<file path="src/rtl/core/max_tournament_tree_defines.svh">
// Assertion macros used by the max tournament tree top level.
`ifndef MAX_TOURNAMENT_TREE_DEFINES_SVH
`define MAX_TOURNAMENT_TREE_DEFINES_SVH

`ifndef SYNTH
// Same-cycle implication, checked out of reset.
`define MTT_ASSERT_IMP(lbl, clk, rstn, ante, cons) \
    lbl: assert property (@(posedge clk) disable iff (!rstn) (ante) |-> (cons)) \
        else $error("tournament tree check failed");
// Next-cycle implication, checked out of reset.
`define MTT_ASSERT_NXT(lbl, clk, rstn, ante, cons) \
    lbl: assert property (@(posedge clk) disable iff (!rstn) (ante) |=> (cons)) \
        else $error("tournament tree check failed");
`else
`define MTT_ASSERT_IMP(lbl, clk, rstn, ante, cons)
`define MTT_ASSERT_NXT(lbl, clk, rstn, ante, cons)
`endif

`endif

</file>
<file path="src/rtl/core/mtt_pkg.sv">
// Shared constants, request codes and control structs of the max tournament tree.
`timescale 1ns / 1ps

package mtt_pkg;

    localparam int LEAF_COUNT_DEF = 512;
    localparam int VAL_W          = 16;
    localparam int KIND_W         = 2;

    // Request kinds; the remaining code is a no-op that reports the root
    typedef enum logic [KIND_W-1:0] {
        REQ_LOAD = 2'd0,
        REQ_POP  = 2'd1,
        REQ_DEC  = 2'd2
    } req_t;

    // Controller to datapath
    typedef struct packed {
        logic clr_step;
        logic capture;
        logic prep;
        logic cmp;
        logic out_load;
    } mtt_cmd_t;

    // Datapath to controller
    typedef struct packed {
        logic              clr_last;
        logic [KIND_W-1:0] kind;
        logic              at_top;
    } mtt_sts_t;

endpackage

</file>
<file path="src/rtl/core/mtt_ctrl.sv">
// Controller of the max tournament tree: sweep, request sequencing and output handshake.
`timescale 1ns / 1ps

module mtt_ctrl (
    input  logic              clk,
    input  logic              rst_n,
    input  logic              s_tvalid,
    output logic              s_tready,
    output logic              m_tvalid,
    input  logic              m_tready,
    output mtt_pkg::mtt_cmd_t cmd,
    input  mtt_pkg::mtt_sts_t sts
);
    import mtt_pkg::*;

    typedef enum logic [2:0] {
        ST_CLEAR,
        ST_IDLE,
        ST_START,
        ST_PREP,
        ST_CMP,
        ST_DONE
    } state_t;

    state_t state_reg;
    state_t state_next;
    logic   m_tvalid_reg;
    logic   m_tvalid_next;
    logic   kind_nop;

    assign kind_nop = (sts.kind != REQ_LOAD) && (sts.kind != REQ_POP) && (sts.kind != REQ_DEC);

    // Next state and commands
    always_comb
    begin
        state_next    = state_reg;
        m_tvalid_next = m_tvalid_reg && !m_tready;
        cmd           = '0;
        unique case (state_reg)
            ST_CLEAR:
            begin
                cmd.clr_step = 1'b1;
                if (sts.clr_last)
                    state_next = ST_IDLE;
            end
            ST_IDLE:
            begin
                if (s_tvalid)
                begin
                    cmd.capture = 1'b1;
                    state_next  = ST_START;
                end
            end
            ST_START:
            begin
                state_next = ST_PREP;
            end
            ST_PREP:
            begin
                cmd.prep   = 1'b1;
                state_next = kind_nop ? ST_DONE : ST_CMP;
            end
            ST_CMP:
            begin
                cmd.cmp = 1'b1;
                if (sts.at_top)
                    state_next = ST_DONE;
            end
            ST_DONE:
            begin
                if (!m_tvalid_reg || m_tready)
                begin
                    cmd.out_load  = 1'b1;
                    m_tvalid_next = 1'b1;
                    state_next    = ST_IDLE;
                end
            end
            default:
            begin
                state_next = ST_CLEAR;
            end
        endcase
    end

    // State and output valid
    always_ff @(posedge clk or negedge rst_n)
    begin
        if (!rst_n)
        begin
            state_reg    <= ST_CLEAR;
            m_tvalid_reg <= 1'b0;
        end
        else
        begin
            state_reg    <= state_next;
            m_tvalid_reg <= m_tvalid_next;
        end
    end

    assign s_tready = (state_reg == ST_IDLE);
    assign m_tvalid = m_tvalid_reg;

endmodule

</file>
<file path="config.mk">
export PLATFORM = sky130hd
export DESIGN_NAME = mtt_ctrl
export DESIGN_NICKNAME = d
export VERILOG_FILES = /design/src/rtl/core/max_tournament_tree_defines.svh /design/src/rtl/core/mtt_pkg.sv /design/src/rtl/core/mtt_ctrl.sv
export SDC_FILE = /design/constraint.sdc
export NUM_CORES = 1
export LEC_CHECK = 0
export BUFFER_PORTS_ARGS = -buffer_cell sky130_fd_sc_hd__buf_4
export CORE_AREA = 2 2 39 41
export CTS_CLUSTER_DIAMETER = 30
export DETAILED_ROUTE_END_ITERATION = 6
export DIE_AREA = 0 0 41 43
export PLACE_DENSITY = 0.49
export SLEW_MARGIN = 20
export SYNTH_ARGS = -nofsm -noshare
export SYNTH_HDL_FRONTEND = slang
export SYNTH_SLANG_ARGS = --single-unit
</file>
<file path="constraint.sdc">
create_clock -name clk -period 1.4 [get_ports clk]
set_input_delay 0.07 -clock clk [delete_from_list [all_inputs] [get_ports clk]]
set_output_delay 0.07 -clock clk [all_outputs]
set_load 0.01 [all_outputs]
</file>
==> results of run 1 <==
==> kinds of logic after synthesis <==
logic type,count (synthesis)
AO/OA/AOI/OAI,7
buffers and inverters,3
flip-flops,4
AND/OR/NAND/NOR,16
==> worst min-delay path, cell delays in order <==
cell and delay (ps):
buf_4 90, a21oi_1 50, nor2_1 90
==> routing by layer <==
| layer | share of wire | up-vias | GRT usage |
|---|---|---|---|
| met1 | 0.40 | 107 | 0.07792 |
| met3 | 0.13 | 0 | 0.03141 |
| met2 | 0.47 | 13 | 0.1219 |
| met4 | 0 | 0 | 0.08000 |
| met5 | 0 | - | 0 |
| li1 | - | 133 | - |
==> final timing paths <==
path,start,endpoint,slack (ps),cells past startpoint
min reg2reg,m_tvalid,m_tvalid,530,2
max reg2reg,state_reg[1],state_reg[0],340,3
min,s_tvalid,state_reg[1],110,3
min in group asynchronous,rst_n,state_reg[2],180,2
max,state_reg[1],cmd[3],90,4
max in group asynchronous,rst_n,m_tvalid,1120,2
==> per-stage QoR <==
stage	hold slack, ps	setup slack, ps	cells
global placement	-132.9	347.7	58
floorplan	-225.6	356.8	30
finish	110.9	89.84	62
CTS	105.6	60.83	62
global route	137.0	18.93	62
detailed placement	-133.9	322.5	58
==> cell type report <==
cell class	count	share of cell area
flip-flops and latches	4	0.2581
well taps	16	0.05161
multi-input cells	23	0.3258
inverters	1	0.009677
repair buffers	15	0.2968
clock buffers	3	0.05806
==> synth_stat cells (2+ instances only) <==
cell type,instances
nand2_1,4
dfrtp_1,4
nand2b_1,2
buf_2,2
a21oi_1,2
nor2_1,4
==> where the power goes <==
group	switching (mW)	total, mW	leakage, nW	internal (mW)
Combinational	0.156	0.357	0.142	0.202
Sequential	0.0853	0.250	0.0512	0.165
Clock	0.0461	0.142	0.0138	0.0958
Total	0.287	0.750	0.207	0.462
==> placed cells by master (no fill, tap or decap), types with 2 or more instances in the layout <==
| cell | count |
|---|---|
| a21oi_1 | 2 |
| buf_4 | 14 |
| clkbuf_4 | 3 |
| dfrtp_1 | 4 |
| nand2_1 | 4 |
| nand2b_1 | 2 |
| nor2_1 | 4 |
==> repair_timing <==
action | CTS | global route
hold buffers | 1 | 0
setup endpoints to repair | 0 | 0
hold endpoints to repair | 4 | 0
==> flow_summary.yaml, run 1 <==
clock_tree:
  tritoncts: "built"
  cts_made_buffers: 3
  cts-root-buf: "clkbuf_4"
  cts_resized: 0
  cts_setup_buffers: 0
  clkTransAtPathRegs_ps: 40
  clockBufferDepth: 2
  clk_latency_ps: 230
  clkSinkCount: 4
  cts.htree.levels: 1
worst_setup_path:
  worstSetupStartpointType: "register"
  cp_data_arrival_time_ps: 1240
  path_delay_family: "simple AND/OR/NAND/NOR gates"
  path_cells: "nand2b_1 -> nor2_1 -> and2_1 -> buf_4"
  cpPeakStageDelay_ps: 440
  cpMaxStageDelayCell: "dfrtp_1"
  critPathRequiredTime_ps: 1330
  cp_max_fo: 9
  criticalPathCategory: "register to primary output"
  path_buf_inv: 1
  endpoint_kind: "primary output"
timing:
  worst_pin_slew_ps: 285.0
  fin_setup_tns_ps: 0
  timing.fmax_ghz: 0.7633
  hold_violations: 0
  rsz0062_at_grt: "false"
  final.min_clock_period_ps: 1310
  slew_violations: 0
  fin_worst_skew_ps: 5.061
  post-route-period-util: 0.9358
  setup_viol: 0
  timing.slew.headroom: 0.8100
floorplan:
  ios: 15
  die_y_um: 43
  start_util: 0.1736
  die-area_mm2: 0.001763
  die_w_um: 41
  rows: 14
  coreArea_mm2: 0.001384
global_route:
  grt_pass1_vias: 229
  antenna_found_initial: 0
  grt_overflow: 0
  grt_pass1_wl_um: 869
  grt_usage: 0.08157
  grt_max_degree: 11
finish:
  n_antenna_cell: 0
  finalInstanceArea_um2: 387.9
  largest_reg_flops: 3
  final_util: 0.2803
  multiInputGateArea_um2: 126.4
  layout-drive-gt1-share: 0.3696
  area_growth_pct: 61.46
  n_fill_cell: 155
  nNetsFinal: 56
  regArea_um2: 100.1
detailed_routing:
  via_per_inst: 4.081
  drt-total-wl_um: 568
  routedWlPerCell_um: 9.161
  drtIter0Drc: 0
  drtPass1Iterations: 1
  drc: 0
  via_count: 253
  ant_nets: 0
yosys:
  yosysTopAreaCellShare: 0.4167
  yosys.cell_types.count: 18
  syn_area_um2: 240.2
  yosys_most_used_dff: "dfrtp_1"
  async_reset_ff_frac: 1.000
  ys_seq_area_frac: 0.4167
  synth_xor_area_frac: 0
  synth_top_family_by_area: "simple AND/OR/NAND/NOR gates"
  ys_seq_elements: 4
  netlist_instances: 30
  muxShareOfSynthArea: 0
  synth-simple-area-share: 0.3385
  synth.area.top_cells: "dfrtp_1 42%, nand2_1 6.3%, nor2_1 6.3%"
  syn_avg_cell_area_um2: 8.008
  synth-adder-area-share: 0
  synth_compound_area_frac: 0.1875
  synth-edff-count: 0
  syn_nets: 38
  ys.warnings.count: 0
  yosysTopAreaCell: "dfrtp_1"
pwr:
  p_leak_nw: 0.2073
  pwr_density_cell_mw_per_mm2: 1932
  ir_drop_mv: 0.5278
  power_mw: 0.7495
place:
  place_congestion: 0.6479
  portBuffers: 14
  place_area_um2: 355.3
hold_path:
  hold_path_class: "input pin to register"
job:
  cap_violations: 0
status:
  status: "finished clean"
Note: power is estimated with default switching activity, not from simulation.
==> inputs of run 2 (changes only) <==
Settings changed: SETUP_SLACK_MARGIN set to 0.15, TNS_END_PERCENT set to 20.
==> run 2 against run 1 <==
  * Sequential power about the same
  * Combinational power increased by 43%
  * Critical endpoint unchanged
  * Fmax increased by 4.2%
  * Cell area increased by 14%
  * Highest routed layer unchanged
  * Die area unchanged
  * Worst hold slack improved by 16 ps
  * Setup slack improved by 53 ps
  * Power increased by 21%
  * Global-route usage increased by 0.70 points
  * Register-to-register slack about the same
  * Sequential share of layout area decreased by 2.6 points
  * Clock-buffer cell count unchanged
==> flow_summary.yaml, run 2 (same netlist as run 1, synthesis figures left out) <==
worst_setup_path:
  worstSetupStartpointType: "register"
  cp_data_arrival_time_ps: 1190
  criticalPathCategory: "register to primary output"
  critPathRequiredTime_ps: 1330
  reg2reg_to: "state_reg[1]"
  r2r_cells: 4
  endpoint_kind: "primary output"
  rrSetupSlack_ps: 330
  critical_path.startpoint: "state_reg[1]"
  cp_max_fo: 7
  reg2reg_from: "state_reg[1]"
pwr:
  ir_drop_mv: 0.5152
  pwr_density_cell_mw_per_mm2: 2043
  power_mw: 0.9048
  p_leak_nw: 0.2340
detailed_routing:
  drc: 0
  drtPass1Iterations: 1
  ant_nets: 0
  via_count: 280
  drt-total-wl_um: 655
  routedWlPerCell_um: 9.776
  drtIter0Drc: 0
  via_per_inst: 4.179
global_route:
  antenna_found_initial: 0
  grt_max_degree: 11
  grt_overflow: 0
  grt_usage: 0.08853
  grt_pass1_wl_um: 959
  grt_pass1_vias: 251
floorplan:
  die_w_um: 41
  rows: 14
  die_y_um: 43
  start_util: 0.1736
  die-area_mm2: 0.001763
  ios: 15
  coreArea_mm2: 0.001384
finish:
  layout_commonest_cell: "buf_4"
  nNetsFinal: 61
  final_cell_mix: "19 x buf_4, 4 x nand2_1, 3 x nor2_1, 3 x clkbuf_4"
  layout-drive-gt1-share: 0.5294
  largest_reg_flops: 3
  area_growth_pct: 84.38
  n_antenna_cell: 0
  fin_cells: 67
timing:
  rsz0062_at_grt: "true"
  fin_setup_tns_ps: 0
  hold_violations: 0
  fin_worst_skew_ps: 5.698
  setup_viol: 0
  post-route-period-util: 0.8979
  slew_violations: 0
  timing.slew.headroom: 0.8022
  worst_pin_slew_ps: 296.6
  timing.fmax_ghz: 0.7955
  final.min_clock_period_ps: 1257
place:
  place_congestion: 0.6479
  portBuffers: 14
  placed_cells: 58
clock_tree:
  cts_made_buffers: 3
  clk_latency_ps: 230
  clkTransAtPathRegs_ps: 40
  clockBufferDepth: 2
  cts.htree.levels: 1
  clkSinkCount: 4
  cts-root-buf: "clkbuf_4"
  tritoncts: "built"
hold_path:
  min_path_cells: 3
  hold_start: "s_tvalid"
  hold_path_class: "input pin to register"
  hold-path-endpoint: "state_reg[1]"
status:
  status: "finished clean"
job:
  cap_violations: 0
==> run 2: through the flow <==
step / area [µm²] / setup WS (ps) / hold WS (ps) / util
2_1_floorplan: 240.2 / 356.8 / -225.6 / -
3_3_place_gp: 355.3 / 347.7 / -132.9 / 0.2568
3_5_place_dp: 355.3 / 322.5 / -133.9 / 0.2568
4_1_cts: 437.9 / 139.7 / 105.3 / 0.3165
5_1_grt: 442.9 / 100.1 / 147.4 / 0.3201
6_report: 442.9 / 143.0 / 126.9 / 0.3201
==> run 2: layout make-up <==
class / count / area, µm²
fill: 151 / 940.9
timing repair buffer: 20 / 152.6
clock buffer: 3 / 22.52
tap: 16 / 20.02
sequential: 4 / 102.6
multi-input combinational: 23 / 141.4
inverter: 1 / 3.754
==> run 2: worst max-delay path by stage <==
stage               cells past startpoint  slack [ps]      to
CTS                                     4         140  cmd[3]
finish                                  4         140  cmd[3]
detailed placement                      4         320  cmd[3]
floorplan                               3         360  cmd[3]
global placement                        4         350  cmd[3]
global route                            4         100  cmd[3]
==> run 2: power breakdown <==
group	total [mW]	leakage [nW]	internal, mW	switching (mW)
registers	0.250	0.0489	0.170	0.0794
logic	0.512	0.171	0.309	0.203
clock network	0.143	0.0138	0.0959	0.0471
total	0.905	0.234	0.576	0.329
==> run 2: layer usage <==
layer,track usage,vias up,wire length (µm)
met5,0,-,0
met4,0.08000,0,0
met3,0.03141,0,72
met2,0.1344,13,323
met1,0.08738,123,260
li1,-,144,-
==> run 2: worst max-delay path: stages, from the launching register on <==
cell and delay, ps:
dfrtp_2 440, nand2b_4 160, nor2_2 110, and2_1 130, buf_4 110
==> run 2: what timing repair did <==
action / CTS / global route
resized for setup: 4 / 1
endpoints found under the hold margin: 4 / 0
pin swaps: 1 / 0
hold buffers: 1 / 0
setup buffers: 5 / 0
setup endpoints to repair: 2 / 4
==> inputs of run 3 (changes only) <==
Settings changed: REMOVE_ABC_BUFFERS set to 1.
==> run 3 against run 2 <==
  * Die area stayed put
  * Core utilization is 0.72 points lower
  * Sequential power is 2% lower
  * Highest routed layer unchanged
  * Largest cell class is now multi-input combinational cells
  * Critical endpoint is now cmd[0]
  * Non-clock buffer count is 1 lower
  * Register-to-register slack worse by 40 ps
  * Fmax is 2.6% higher
  * First-iteration DRC count stayed put
  * Clock-buffer cell count stayed put
  * Power is 4.5% lower
  * Flip-flop and latch count stayed put
  * Critical path depth is 1 lower
==> flow_summary.yaml, run 3 (same netlist as run 1, synthesis figures left out) <==
status:
  status: "finished clean"
place:
  place_congestion: 0.5814
  dp_hpwl_um: 431.6
  place_ws_ps: 323.9
  place_area_um2: 355.3
  portBuffers: 14
worst_setup_path:
  endpoint: "cmd[0]"
  reg2reg_from: "state_reg[0]"
  reg2reg_to: "state_reg[0]"
  critical_path.startpoint: "state_reg[0]"
  cpMaxStageDelayCell: "dfrtp_2"
  worstSetupStartpointType: "register"
  criticalPathCategory: "register to primary output"
  path_delay_family: "flip-flops"
  cpPeakStageDelay_ps: 440
  critPathRequiredTime_ps: 1330
  cp_max_fo: 6
  path_cells: "and2b_1 -> and3_1 -> buf_4"
  rrSetupSlack_ps: 290
  cp_data_arrival_time_ps: 1160
  path_buf_inv: 1
  cp_num_cells: 3
  endpoint_kind: "primary output"
  r2r_cells: 3
timing:
  slew_violations: 0
  worst_pin_slew_ps: 188.4
  hold_violations: 0
  fin_worst_skew_ps: 0.2355
  post-route-period-util: 0.8754
  rsz0062_at_grt: "true"
  fin_setup_tns_ps: 0
  setup_slack_ps: 174.5
  timing.slew.headroom: 0.8744
  timing.fmax_ghz: 0.8160
  final.min_clock_period_ps: 1225
  setup_viol: 0
finish:
  area_growth_pct: 80.21
  largest_reg_flops: 3
  finalInstanceArea_um2: 432.9
  nNetsFinal: 60
  n_fill_cell: 151
  final_cell_mix: "17 x buf_4, 4 x nand2_1, 3 x nor2_1, 3 x clkbuf_4, 3 x dfrtp_2"
  regArea_um2: 103.9
  multiInputGateArea_um2: 141.4
  layout_commonest_cell: "buf_4"
  n_antenna_cell: 0
  layout-drive-gt1-share: 0.5000
floorplan:
  ios: 15
  rows: 14
  die_w_um: 41
  coreArea_mm2: 0.001384
  die-area_mm2: 0.001763
  die_y_um: 43
  start_util: 0.1736
detailed_routing:
  drc: 0
  drtIter0Drc: 0
  routedWlPerCell_um: 8.924
  drtPass1Iterations: 1
  ant_nets: 0
  drt-total-wl_um: 589
  via_count: 264
  via_per_inst: 4.000
clock_tree:
  cts_made_buffers: 3
  clockBufferDepth: 2
  clk_latency_ps: 230
  clkSinkCount: 4
  cts.htree.levels: 1
  tritoncts: "built"
  clkTransAtPathRegs_ps: 30
  cts-root-buf: "clkbuf_4"
hold_path:
  hold_path_class: "input pin to register"
global_route:
  grt_usage: 0.08678
  grt_overflow: 0
  grt_max_degree: 11
  grt_pass1_vias: 291
  antenna_found_initial: 0
  grt_pass1_wl_um: 993
pwr:
  switching_share: 0.3663
  p_leak_nw: 0.2235
  combPwrFrac: 0.559
  pwr_density_cell_mw_per_mm2: 1995
  p_sw_mw: 0.3165
  ir_drop_mv: 0.6669
  power.internal_mw: 0.5474
  pwr-share-clk: 0.157
  power_frac_seq: 0.284
job:
  cap_violations: 0
-- run 3: what timing repair did --
item,4_1_cts,5_1_grt
endpoints found under the hold margin,4,0
buffers inserted,4,0
resized for setup,3,3
endpoints found under the setup margin,2,3
hold buffers,1,0
pin swaps,1,0
-- run 3: tightest hold or removal path: stages --
cell	delay (ps)
buf_4	90
a21oi_1	50
nor2_1	80
-- run 3: layout make-up --
cell class                 instances  area share
tap                               16     0.04624
multi-input combinational         23      0.3266
inverter                           1    0.008671
clock buffer                       3     0.05202
timing repair buffer              19      0.3266
sequential                         4      0.2399
-- run 3: routing by layer --
metal / share of wire / track usage / vias to the layer above
met5: 0 / 0 / -
met4: 0 / 0.1000 / 0
met3: 0.048 / 0.01571 / 0
met2: 0.55 / 0.1281 / 3
met1: 0.40 / 0.08824 / 120
li1: - / - / 141
-- run 3: through the flow --
step / std cells / power (mW) / utilization / hold slack (ps)
2_1_floorplan: 28 / 0.4336 / - / -225.6
6_report: 66 / 0.8638 / 0.3128 / 111.1
4_1_cts: 66 / 0.8510 / 0.3065 / 109.7
5_1_grt: 66 / 0.9421 / 0.3128 / 124.4
3_5_place_dp: 58 / 0.6087 / 0.2568 / -133.5
3_3_place_gp: 58 / 0.6088 / 0.2568 / -133.7
-- run 3: worst min-delay path by stage --
stage / from / end / slack, ps / cells past startpoint
after detailed placement: rst_n / m_tvalid / -130 / 1
after CTS: s_tvalid / state_reg[1] / 110 / 3
final: s_tvalid / state_reg[1] / 110 / 3
after global placement: rst_n / m_tvalid / -130 / 1
after floorplan: rst_n / m_tvalid / -230 / 0
after global routing: s_tvalid / state_reg[1] / 120 / 3
-- run 3: power groups by stage --
stage                     clock [mW]  sequential [mW]  combinational [mW]
final                          0.135            0.245               0.483
after global routing           0.149            0.256               0.537
after CTS                      0.146            0.239               0.466
after detailed placement           0            0.249               0.360
after global placement             0            0.249               0.360
after floorplan                    0            0.236               0.197
